--- src/rtl/hsvc_pkg.sv ---
`timescale 1ns / 1ps
// hsvc_pkg: shared constants, stage payload types and helpers of the hsv to rgb converter
// depends on nothing; used by every module under rtl

package hsvc_pkg;

   // fixed-point format of the fractions
   localparam int FRAC_BITS = 16;
   localparam int IN_W      = 17;
   localparam int Q_W       = FRAC_BITS + 1;
   localparam int F_W       = FRAC_BITS;
   localparam int H6_W      = FRAC_BITS + 3;
   localparam int SEC_W     = H6_W - F_W;
   localparam int CH_W      = 8;
   localparam int CMP_W     = (IN_W > Q_W) ? IN_W : Q_W;

   localparam logic [Q_W-1:0] ONE_Q = Q_W'(1) << FRAC_BITS;

   // hue sectors, each one sixth of a turn
   localparam logic [SEC_W-1:0] SEC_RED     = SEC_W'(0);
   localparam logic [SEC_W-1:0] SEC_YELLOW  = SEC_W'(1);
   localparam logic [SEC_W-1:0] SEC_GREEN   = SEC_W'(2);
   localparam logic [SEC_W-1:0] SEC_CYAN    = SEC_W'(3);
   localparam logic [SEC_W-1:0] SEC_BLUE    = SEC_W'(4);
   localparam logic [SEC_W-1:0] SEC_MAGENTA = SEC_W'(5);

   // front stage result: clamped operands, sector and fraction within it
   typedef struct packed {
      logic [Q_W-1:0]   val;
      logic [Q_W-1:0]   sat;
      logic [Q_W-1:0]   one_minus_sat;
      logic [SEC_W-1:0] sector;
      logic [F_W-1:0]   frac;
   } front_type;

   // product stage result: the three candidate channel values
   typedef struct packed {
      logic [Q_W-1:0]   val;
      logic [Q_W-1:0]   p;
      logic [Q_W-1:0]   q;
      logic [Q_W-1:0]   t;
      logic [SEC_W-1:0] sector;
   } pqt_type;

   // saturate an input fraction to one
   function automatic logic [Q_W-1:0] clamp_one(input logic [IN_W-1:0] x);
      logic [CMP_W-1:0] xe;
      xe = CMP_W'(x);
      if (xe > CMP_W'(ONE_Q)) begin
         return ONE_Q;
      end
      return Q_W'(xe);
   endfunction

   // (x * 255) >> FRAC_BITS as a shift and subtract
   function automatic logic [CH_W-1:0] to_byte(input logic [Q_W-1:0] x);
      logic [Q_W+CH_W-1:0] w;
      w = ((Q_W+CH_W)'(x) << CH_W) - (Q_W+CH_W)'(x);
      return w[FRAC_BITS +: CH_W];
   endfunction

endpackage

--- src/rtl/hsvc_front.sv ---
`timescale 1ns / 1ps
// hsvc_front: first pipeline stage, clamps the inputs and splits hue into sector and fraction
// depends on hsvc_pkg

module hsvc_front (
   input  logic                          clock,
   input  logic                          reset,
   input  logic                          in_valid,
   input  logic [hsvc_pkg::IN_W-1:0]     hue,
   input  logic [hsvc_pkg::IN_W-1:0]     saturation,
   input  logic [hsvc_pkg::IN_W-1:0]     brightness,
   output logic                          out_valid,
   output hsvc_pkg::front_type           out_data
);

   logic [hsvc_pkg::Q_W-1:0]  hue_clamped;
   logic [hsvc_pkg::F_W-1:0]  hue_wrapped;
   logic [hsvc_pkg::H6_W-1:0] hue6;
   hsvc_pkg::front_type       data_in;
   hsvc_pkg::front_type       data_ff;
   logic                      valid_in;
   logic                      valid_ff;

   // clamp, wrap a full turn to zero, scale hue by six
   always_comb begin
      hue_clamped = hsvc_pkg::clamp_one(hue);
      if (hue_clamped == hsvc_pkg::ONE_Q) begin
         hue_wrapped = '0;
      end else begin
         hue_wrapped = hue_clamped[hsvc_pkg::F_W-1:0];
      end
      hue6 = (hsvc_pkg::H6_W'(hue_wrapped) << 2) + (hsvc_pkg::H6_W'(hue_wrapped) << 1);
      data_in.val           = hsvc_pkg::clamp_one(brightness);
      data_in.sat           = hsvc_pkg::clamp_one(saturation);
      data_in.one_minus_sat = hsvc_pkg::ONE_Q - data_in.sat;
      data_in.sector        = hue6[hsvc_pkg::H6_W-1:hsvc_pkg::F_W];
      data_in.frac          = hue6[hsvc_pkg::F_W-1:0];
      valid_in              = in_valid;
   end

   // valid bit
   always_ff @(posedge clock) begin
      if (reset) begin
         valid_ff <= 1'b0;
      end else begin
         valid_ff <= valid_in;
      end
   end

   // payload
   always_ff @(posedge clock) begin
      data_ff <= data_in;
   end

   assign out_valid = valid_ff;
   assign out_data  = data_ff;

endmodule

--- src/rtl/hsvc_prod.sv ---
`timescale 1ns / 1ps
// hsvc_prod: two multiplier stages that form p, q and t from value, saturation and fraction
// depends on hsvc_pkg

module hsvc_prod (
   input  logic                clock,
   input  logic                reset,
   input  logic                in_valid,
   input  hsvc_pkg::front_type in_data,
   output logic                out_valid,
   output hsvc_pkg::pqt_type   out_data
);

   localparam int P1_W = hsvc_pkg::Q_W + hsvc_pkg::F_W;
   localparam int P2_W = 2 * hsvc_pkg::Q_W;

   // stage a: s*f, s*(1-f) and p
   logic [hsvc_pkg::Q_W-1:0] one_minus_frac;
   logic [P1_W-1:0]          sf_prod;
   logic [P2_W-1:0]          sfc_prod;
   logic [P2_W-1:0]          p_prod;
   logic [hsvc_pkg::Q_W-1:0] qm_in;
   logic [hsvc_pkg::Q_W-1:0] tm_in;
   logic [hsvc_pkg::Q_W-1:0] qm_ff;
   logic [hsvc_pkg::Q_W-1:0] tm_ff;
   logic [hsvc_pkg::Q_W-1:0] pa_in;
   logic [hsvc_pkg::Q_W-1:0] pa_ff;
   logic [hsvc_pkg::Q_W-1:0] va_ff;
   logic [hsvc_pkg::SEC_W-1:0] seca_ff;
   logic                     valida_ff;

   // stage b: q and t
   logic [P2_W-1:0]          q_prod;
   logic [P2_W-1:0]          t_prod;
   hsvc_pkg::pqt_type        datab_in;
   hsvc_pkg::pqt_type        datab_ff;
   logic                     validb_ff;

   // first multiplier rank, complements taken after the products
   always_comb begin
      one_minus_frac = hsvc_pkg::ONE_Q - hsvc_pkg::Q_W'(in_data.frac);
      sf_prod  = P1_W'(in_data.sat) * P1_W'(in_data.frac);
      sfc_prod = P2_W'(in_data.sat) * P2_W'(one_minus_frac);
      p_prod   = P2_W'(in_data.val) * P2_W'(in_data.one_minus_sat);
      qm_in = hsvc_pkg::ONE_Q - sf_prod[hsvc_pkg::FRAC_BITS +: hsvc_pkg::Q_W];
      tm_in = hsvc_pkg::ONE_Q - sfc_prod[hsvc_pkg::FRAC_BITS +: hsvc_pkg::Q_W];
      pa_in = p_prod[hsvc_pkg::FRAC_BITS +: hsvc_pkg::Q_W];
   end

   always_ff @(posedge clock) begin
      if (reset) begin
         valida_ff <= 1'b0;
      end else begin
         valida_ff <= in_valid;
      end
   end

   always_ff @(posedge clock) begin
      qm_ff   <= qm_in;
      tm_ff   <= tm_in;
      pa_ff   <= pa_in;
      va_ff   <= in_data.val;
      seca_ff <= in_data.sector;
   end

   // second multiplier rank scales by value
   always_comb begin
      q_prod = P2_W'(va_ff) * P2_W'(qm_ff);
      t_prod = P2_W'(va_ff) * P2_W'(tm_ff);
      datab_in.val    = va_ff;
      datab_in.p      = pa_ff;
      datab_in.q      = q_prod[hsvc_pkg::FRAC_BITS +: hsvc_pkg::Q_W];
      datab_in.t      = t_prod[hsvc_pkg::FRAC_BITS +: hsvc_pkg::Q_W];
      datab_in.sector = seca_ff;
   end

   always_ff @(posedge clock) begin
      if (reset) begin
         validb_ff <= 1'b0;
      end else begin
         validb_ff <= valida_ff;
      end
   end

   always_ff @(posedge clock) begin
      datab_ff <= datab_in;
   end

   assign out_valid = validb_ff;
   assign out_data  = datab_ff;

endmodule

--- src/rtl/hsvc_back.sv ---
`timescale 1ns / 1ps
// hsvc_back: last stage, routes p, q, t and value to the channels by sector and scales to bytes
// depends on hsvc_pkg

module hsvc_back (
   input  logic                        clock,
   input  logic                        reset,
   input  logic                        in_valid,
   input  hsvc_pkg::pqt_type           in_data,
   output logic                        out_valid,
   output logic [hsvc_pkg::CH_W-1:0]   red,
   output logic [hsvc_pkg::CH_W-1:0]   green,
   output logic [hsvc_pkg::CH_W-1:0]   blue
);

   logic [hsvc_pkg::Q_W-1:0]  r_sel;
   logic [hsvc_pkg::Q_W-1:0]  g_sel;
   logic [hsvc_pkg::Q_W-1:0]  b_sel;
   logic [hsvc_pkg::CH_W-1:0] red_in;
   logic [hsvc_pkg::CH_W-1:0] green_in;
   logic [hsvc_pkg::CH_W-1:0] blue_in;
   logic [hsvc_pkg::CH_W-1:0] red_ff;
   logic [hsvc_pkg::CH_W-1:0] green_ff;
   logic [hsvc_pkg::CH_W-1:0] blue_ff;
   logic                      valid_ff;

   // six-sector channel assignment
   always_comb begin
      unique case (in_data.sector)
         hsvc_pkg::SEC_RED: begin
            r_sel = in_data.val; g_sel = in_data.t;   b_sel = in_data.p;
         end
         hsvc_pkg::SEC_YELLOW: begin
            r_sel = in_data.q;   g_sel = in_data.val; b_sel = in_data.p;
         end
         hsvc_pkg::SEC_GREEN: begin
            r_sel = in_data.p;   g_sel = in_data.val; b_sel = in_data.t;
         end
         hsvc_pkg::SEC_CYAN: begin
            r_sel = in_data.p;   g_sel = in_data.q;   b_sel = in_data.val;
         end
         hsvc_pkg::SEC_BLUE: begin
            r_sel = in_data.t;   g_sel = in_data.p;   b_sel = in_data.val;
         end
         default: begin
            r_sel = in_data.val; g_sel = in_data.p;   b_sel = in_data.q;
         end
      endcase
      red_in   = hsvc_pkg::to_byte(r_sel);
      green_in = hsvc_pkg::to_byte(g_sel);
      blue_in  = hsvc_pkg::to_byte(b_sel);
   end

   // output strobe
   always_ff @(posedge clock) begin
      if (reset) begin
         valid_ff <= 1'b0;
      end else begin
         valid_ff <= in_valid;
      end
   end

   // output channels
   always_ff @(posedge clock) begin
      red_ff   <= red_in;
      green_ff <= green_in;
      blue_ff  <= blue_in;
   end

   assign out_valid = valid_ff;
   assign red       = red_ff;
   assign green     = green_ff;
   assign blue      = blue_ff;

endmodule

--- src/rtl/hsv_to_rgb_converter_top.sv ---
`timescale 1ns / 1ps
// hsv_to_rgb_converter_top: pipelined hsv to rgb converter, one pixel per clock
// depends on hsvc_pkg, hsvc_front, hsvc_prod, hsvc_back

// Usage
//   Request channel: drive req_hue, req_saturation and req_brightness (unsigned Q16
//   fractions, values above 1.0 saturate, a hue of 1.0 wraps to 0) and raise start.
//   A beat is taken at each clock edge with start high and busy low. busy is always
//   low, so a new beat may enter on every cycle.
//   Response channel: rsp_strobe is high for one cycle with rsp_red, rsp_green and
//   rsp_blue valid; the receiver must take the beat in that cycle.
//   Registered stages, in order: clamp and sector split, first multiplier rank,
//   second multiplier rank, channel select and byte scaling. Throughput: 1 beat
//   per cycle, set by the fully pipelined multiplier ranks.
//   Reset (synchronous, active high) clears the valid bits of all four stages;
//   beats in flight are dropped and no strobe follows them.
//   The receiver cannot stall, so the pipeline never holds.

module hsv_to_rgb_converter_top (
   input  logic                        clock,
   input  logic                        reset,
   input  logic                        start,
   output logic                        busy,
   input  logic [hsvc_pkg::IN_W-1:0]   req_hue,
   input  logic [hsvc_pkg::IN_W-1:0]   req_saturation,
   input  logic [hsvc_pkg::IN_W-1:0]   req_brightness,
   output logic                        rsp_strobe,
   output logic [hsvc_pkg::CH_W-1:0]   rsp_red,
   output logic [hsvc_pkg::CH_W-1:0]   rsp_green,
   output logic [hsvc_pkg::CH_W-1:0]   rsp_blue
);

   logic                accept;
   logic                front_valid;
   hsvc_pkg::front_type front_data;
   logic                prod_valid;
   hsvc_pkg::pqt_type   prod_data;

   // the pipeline never stalls
   assign busy   = 1'b0;
   assign accept = start && !busy;

   // clamp and sector split
   hsvc_front u_front (
      .clock      (clock),
      .reset      (reset),
      .in_valid   (accept),
      .hue        (req_hue),
      .saturation (req_saturation),
      .brightness (req_brightness),
      .out_valid  (front_valid),
      .out_data   (front_data)
   );

   // p, q, t products
   hsvc_prod u_prod (
      .clock     (clock),
      .reset     (reset),
      .in_valid  (front_valid),
      .in_data   (front_data),
      .out_valid (prod_valid),
      .out_data  (prod_data)
   );

   // channel routing and byte scaling
   hsvc_back u_back (
      .clock     (clock),
      .reset     (reset),
      .in_valid  (prod_valid),
      .in_data   (prod_data),
      .out_valid (rsp_strobe),
      .red       (rsp_red),
      .green     (rsp_green),
      .blue      (rsp_blue)
   );

   // every response traces back to an earlier request beat
   assert property (@(posedge clock) disable iff (reset)
      rsp_strobe |-> $past(start && !busy, 4))
      else $error("response strobe without a request beat");

   // every request beat produces a later response
   assert property (@(posedge clock) disable iff (reset)
      (start && !busy) |-> ##4 rsp_strobe)
      else $error("request beat lost in the pipeline");

   // zero brightness gives black
   assert property (@(posedge clock) disable iff (reset)
      (start && !busy && req_brightness == '0) |->
         ##4 (rsp_red == '0 && rsp_green == '0 && rsp_blue == '0))
      else $error("zero brightness did not give black");

   // zero saturation gives gray
   assert property (@(posedge clock) disable iff (reset)
      (start && !busy && req_saturation == '0) |->
         ##4 (rsp_red == rsp_green && rsp_green == rsp_blue))
      else $error("zero saturation did not give gray");

endmodule
--- config.mk ---
export PLATFORM = sky130hd
export DESIGN_NAME = hsv_to_rgb_converter_top
export DESIGN_NICKNAME = d
export VERILOG_FILES = /design/src/rtl/hsvc_pkg.sv /design/src/rtl/hsvc_front.sv /design/src/rtl/hsvc_prod.sv /design/src/rtl/hsvc_back.sv /design/src/rtl/hsv_to_rgb_converter_top.sv
export SDC_FILE = /design/constraint.sdc
export NUM_CORES = 2
export LEC_CHECK = 0
export BUFFER_PORTS_ARGS = -buffer_cell sky130_fd_sc_hd__buf_2
export CAP_MARGIN = 20
export CORE_UTILIZATION = 40
export CTS_CLUSTER_DIAMETER = 150
export DETAILED_ROUTE_END_ITERATION = 8
export MAX_ROUTING_LAYER = met4
export SYNTH_ARGS = -nofsm -noshare
export SYNTH_HDL_FRONTEND = slang
export SYNTH_HIERARCHICAL = 1
export SYNTH_SLANG_ARGS = --single-unit
--- constraint.sdc ---
create_clock -name clock -period 18.7 [get_ports clock]
set_clock_uncertainty 0.1 [all_clocks]
set_input_delay 2.805 -clock clock [delete_from_list [all_inputs] [get_ports clock]]
set_output_delay 2.805 -clock clock [all_outputs]
set_load 0.005 [all_outputs]
## Word-level counts from Yosys, hierarchy flattened

Index checks and enable logic that the tools add are counted.

| storage, ports and cells | value |
|---|---|
| flip-flop bits (word level) | 240 |
| bits of input ports | 54 |
| latch bits | 0 |
| memories | 0 |
| RAM bits | 0 |
| bits in read-only memories | 0 |

| operators by class | value |
|---|---|
| multiplexer cells | 13 |
| multipliers | 5 |
| reductions and logical operators | 5 |
| equality and inequality tests | 5 |
| shift operators | 0 |
| bitwise gates (word level) | 0 |
| div/mod/pow operators | 0 |
| $add $sub $neg | 8 |
| order comparisons | 3 |

Operators with widths:

| cell | count |
|---|---|
| $pmux W17 S3 | 3 |
| $mul A17 B17 Y33 | 4 |
| $mux W17 | 6 |
| $sub A24 B17 Y24 | 3 |
| $gt A17 B17 Y1 const B | 3 |
| $sub A17 B17 Y17 const A | 3 |
| $mul A17 B16 Y33 | 1 |
| $add A18 B17 Y19 | 1 |
| $eq A17 B17 Y1 const B | 1 |
| $sub A17 B16 Y17 const A | 1 |
| $mux W16 | 1 |
| $reduce_or A2 Y1 | 4 |
| $eq A3 B2 Y1 const B | 2 |
| $eq A3 B1 Y1 const B | 1 |
| $eq A3 B3 Y1 const B | 1 |
| $logic_not A3 Y1 | 1 |
| $mux W1 | 3 |

## Logic depth before layout (Yosys ltp)

| logic depth | value |
|---|---|
| depth after elaboration | 6 |
| mapped depth | 38 |
| mapped depth without buffers | 33 |

## By module

Netlist, hierarchy kept.

Modules (own cells, without submodules):

| module | seq. area each (µm²) | cells an instance | area an instance (µm²) | times used |
|---|---|---|---|---|
| hsvc_prod | 2882.8 | 5421 | 48019.8 | 1 |
| hsvc_back | 500.5 | 574 | 4525.6 | 1 |
| hsvc_front | 1381.3 | 342 | 3164.3 | 1 |
| hsv_to_rgb_converter_top | 0.0 | 2 | 11.3 | 1 |

## Worst setup path before layout

No wires, ideal clock.

| timing path | value |
|---|---|
| path type | register -> register |
| start | reg u_front.data_ff (netlist bit u_front/out_data[4]) |
| end | reg u_prod/tm_ff[16] in the netlist's numbering |
| buffers on the path | 3 |
| period minus slack after synthesis | 8645 ps |
| setup slack | 10055 ps |
| arrival | 8424 ps |
| stages on the path, launching flop included | 34 |
| path through | dfxtp_1 clkbuf_1 or3_1 nor3_1 nand2b_1 nor4_1 nand2_1 or2_2 nor2_1 xnor2_1 clkbuf_1 nand2_1 fa_1 inv_1 fa_1 fa_1 fa_1 fa_1 inv_1 fa_1 inv_1 ha_1 a21oi_1 o21a_1 o21ai_0 or2_1 or3_1 a21boi_1 nand2_1 or4_1 buf_2 or3_1 o311a_1 xnor2_1 |

| on the way | value |
|---|---|
| word-level cells in the longest chain between the ends | 3 |

RTL lines:

| element | line | source |
|---|---|---|
| start: declaration | hsvc_front.sv:20 | `hsvc_pkg::front_type data_ff;` |
| start signal: assignment | hsvc_front.sv:52 | `data_ff <= data_in;` |
| $sub A17 B16 Y17 | hsvc_prod.sv:41 | `one_minus_frac = hsvc_pkg::ONE_Q - hsvc_pkg::Q_W'(in_data.frac);` |
| $mul A17 B17 Y33 | hsvc_prod.sv:43 | `sfc_prod = P2_W'(in_data.sat) * P2_W'(one_minus_frac);` |
| $sub A17 B17 Y17 | hsvc_prod.sv:46 | `tm_in = hsvc_pkg::ONE_Q - sfc_prod[hsvc_pkg::FRAC_BITS +: hsvc_pkg::Q_W];` |
| named net u_prod.tm_in (one bit) | hsvc_prod.sv:23 | `logic [hsvc_pkg::Q_W-1:0] tm_in;` |
| end signal: assignment | hsvc_prod.sv:60 | `tm_ff <= tm_in;` |
| end: declaration | hsvc_prod.sv:25 | `logic [hsvc_pkg::Q_W-1:0] tm_ff;` |

The timed path passes the listed nets, and every way through them passes these cells.
A chain may end at the register's enable or synchronous reset.

## Final worst setup path

| timing path | value |
|---|---|
| start | reg u_front.data_ff (netlist bit u_front/out_data[2]) |
| end | reg u_prod/tm_ff[16] in the netlist's numbering |

The elaborated chain is that of the path after synthesis.

==> results summary <==
The total setup buffers inserted after CTS is 0. The routed design has 144100 um of wire. The worst flop-to-flop path startpoint is u_front/out_data[2]$_DFF_P_. The final period demand of the worst path came out at 9.247 ns. Setup repair after global routing left no endpoint under its margin.

The fill cell total of the finished layout came out at 13640. The cell count after synthesis is 6339. The critical path capture point type is a flop.

The startpoint identified for the worst hold timing path is u_prod/pa_ff[2]$_DFF_P_. The detailed router finished its first iteration with 2533 violations. STA classifies the critical path startpoint as a flop. After synthesis, the cell types taking the most area are sky130_fd_sc_hd__fa_1, sky130_fd_sc_hd__ha_1, sky130_fd_sc_hd__inv_1. Buffers inserted to repair hold after CTS numbered 0.

Once placement finished, the instance area stood at 57620 sq um. The placer's final routability congestion estimate is 0.9207. Counting distinct cell types in the post-synthesis netlist gives 133. The share of flip-flops with an asynchronous set or reset is 0%. The endpoint arrival time on the critical path came out at 9.63 ns. The count of unresolved DRC violations after routing came out at 0.

The post-route cell area came out at 58590 sq um. The netlist area before placement is 55720 sq um. The width of the die came out at 375.2 um.

In this run the tightest slew margin relative to its limit is 29.74%. The slew at the pin closest to its max-slew limit came out at 1.043 ns. Gates resized during post-CTS repair numbered 0.

The synthesized design contains 238 register bits. The number of flops mapped to enable cells by yosys is 0. Sequential elements use 8.551% of the synthesized area. The flow ran to the end, and the final reports show no timing, DRC or antenna violations.

The latest clock arrival within the worst-skew pair is 0.60 ns. The die area is 140800 sq um. The most used flip-flop cell after synthesis is sky130_fd_sc_hd__dfxtp_1.

The chip height is 375.2 um. In the routed layout, each cell is associated on average with a via count of 5.144. TritonCTS built the clock tree. For the final routed database, the setup TNS stands at 0 ns. The number of antenna violations at the first check in global routing is 3. The number of I/O port buffers came out at 78. The critical path contains buffers and inverters numbering 4 combined. The global-route congestion overflow total came out at 0. Tracing the worst setup path back leads to its startpoint at u_front/out_data[2]$_DFF_P_. The remaining antenna violation count is 0.

In this run the worst hold path is classified as flop to flop. The instance count after placement with tap cells included is 7975. The master cell of the clock root buffer is sky130_fd_sc_hd__clkbuf_16. The via count is 41290.

The area added between synthesis and finish came out at 5.156%. After floorplanning, the core was divided into 136 placement rows. The number of antenna diodes in the final layout is 0. The standard cell core area is 137800 sq um.

The number of hold-slack violations in the final timing report is 0. The family with the most delay on the worst path is simple AND/OR/NAND/NOR gates. STA puts the critical path data required time at 19.08 ns. The number of H-tree levels is 1. The global-route wire length before repair is 235400 um. Across the run, the number of max-cap violations was 0. The clock net sink count came out at 238. The number of standard cells in the layout, taps in and fillers out is 8027. Detailed placement ended at an HPWL of 108200 um. Clock-pin slew was measured on the worst setup and hold paths at 0.06 ns. The sequential cells in the finished layout cover a total of 4775 sq um. The portion of the clock cycle consumed by the worst path in the final layout is 49.45%. The iteration count of the initial detailed-routing pass came out at 6.

The total number of yosys warnings is 6. The worst setup path is of the flop to flop kind. The slowest stage of the critical path is the sky130_fd_sc_hd__or4_1 cell.

For this configuration, the core starts out at a cell density of 40.43%. The pin count of the biggest net entering global routing came out at 84. The via count of the first global-routing pass is 43670.

Global routing used 21.44% of the available tracks across all layers. The average footprint of a synthesized cell came out at 8.790 sq um. The maximum achievable frequency is 0.1081 GHz. The total nets after synthesis came out at 8025. The max-slew violation count is 0. Counting the buffers created by CTS gives 29. The largest single stage delay on the critical path is 0.66 ns. The deepest clock path buffer count came out at 3. The area share of the leading cell type in the synthesized netlist is 39.20%. The final setup violation count is 0. The final net count came out at 7898.

The library cell appearing most often on the critical path is sky130_fd_sc_hd__fa_1. In this run the worst path has a maximum fanout of 21. The fraction of final layout cells with drive strength greater than 1 is 5.038%. The count of pins on the block boundary is 80. In the final layout, the multi-input gates occupy 44580 sq um.

The synthesized design spends more area on one cell type than any other, namely sky130_fd_sc_hd__fa_1. In the final routed layout, each cell accounts on average for 17.95 um.
cell usage after synthesis (all sizes together), types with 10 or more instances:
cell       n
inv     1326
fa      1091
nand2   1046
ha       541
and2     481
clkbuf   269
dfxtp    238
nor2     164
xnor2    127
a21oi    114
o21ai    111
nor3      67
nor2b     54
buf       51
mux2i     48
xor2      46
nand3     45
a21o      38
o21a      35
or3       29
a211oi    28
and3      26
nand2b    22
nand4     22
mux2      19
o211ai    17
a31oi     16
nor4      16
nor3b     15
or2       15
a22oi     11
a211o     10
nor4b     10
o21bai    10
o31ai     10
cells in the final DEF, fill, tap and decap left out, types with 90 or more instances in the layout:
master	netlist	final
sky130_fd_sc_hd__dfxtp_1	238	234
sky130_fd_sc_hd__a21oi_1	112	112
sky130_fd_sc_hd__o21ai_0	90	90
sky130_fd_sc_hd__nand2_1	1044	1044
sky130_fd_sc_hd__fa_1	1091	1091
sky130_fd_sc_hd__nor2_1	164	164
sky130_fd_sc_hd__and2_1	479	479
sky130_fd_sc_hd__inv_1	1323	1323
sky130_fd_sc_hd__xnor2_1	125	125
sky130_fd_sc_hd__ha_1	541	541
per-stage QoR:
step,hold WS (ns),worst slack [ns],utilization (%)
6_report,0.2058,9.453,42.51
5_1_grt,0.2092,8.859,42.51
4_1_cts,0.2090,9.440,42.51
3_5_place_dp,0.2128,9.430,41.80
3_3_place_gp,0.2105,9.533,41.80
2_1_floorplan,0.2096,10.05,-
registers in the layout, summed over array words and instances, names as in the netlist:
register,count
u_back/blue,8
u_back/green,8
u_back/out_valid,1
u_back/red,8
u_front/out_data,68
u_front/out_valid,1
u_prod/out_data,71
u_prod/out_valid,1
u_prod/pa_ff,17
u_prod/qm_ff,17
u_prod/seca_ff,3
u_prod/tm_ff,17
u_prod/va_ff,17
u_prod/valida_ff,1
per-layer routing:
layer  vias to the layer above  share of wire (%)  global-route usage [%]  routed length, um
li1                      18970                  -                       -                  -
met1                     21000                 47                   29.90              67210
met2                      1176                 46                   34.62              66790
met3                       151                5.6                   1.862               8039
met4                         0                1.4                   3.258               2067
met5                         -                  0                       -                  0
worst register-to-register path: cells and delay by family (launching register included):
kind / cells / cell delay [ns]
xor+xnor: 2 / 0.25
buf+inv: 4 / 0.40
fa+ha+maj: 7 / 3.27
flops: 1 / 0.56
compound gates: 5 / 0.93
simple gates: 13 / 3.65
path summary, 6_finish.rpt:
path / slack [ns] / end / cells past startpoint
worst max register to register: 9.45 / u_prod/tm_ff[16]$_DFF_P_ / 31
worst max-delay path: 9.45 / u_prod/tm_ff[16]$_DFF_P_ / 31
worst min register to register: 0.21 / u_prod/out_data[39]$_DFF_P_ / 0
worst min-delay path: 0.21 / u_prod/out_data[39]$_DFF_P_ / 0
layout make-up:
type	count	share of cell area, %
Multi-Input combinational cell	4451	76.08
Inverter	1329	8.514
Sequential cell	238	8.149
Tap cell	1794	3.831
Timing Repair Buffer	163	1.755
Clock buffer	40	1.360
Clock inverter	12	0.3096
kinds of logic (layout without fill, tap and decap cells):
kind of cell,Yosys count,after routing,share of synthesized area [%]
other cells,2,2,0.01348
buf+inv,1650,1544,11.45
mux,67,67,1.296
simple gates,2061,2061,18.00
flops,238,238,8.551
compound gates,515,515,6.591
xor+xnor,173,173,2.746
fa+ha+maj,1633,1633,51.36
Power is left out: the tool's default activity adds up to more than one toggle a clock period on the data nets, which glitch-free logic cannot reach.
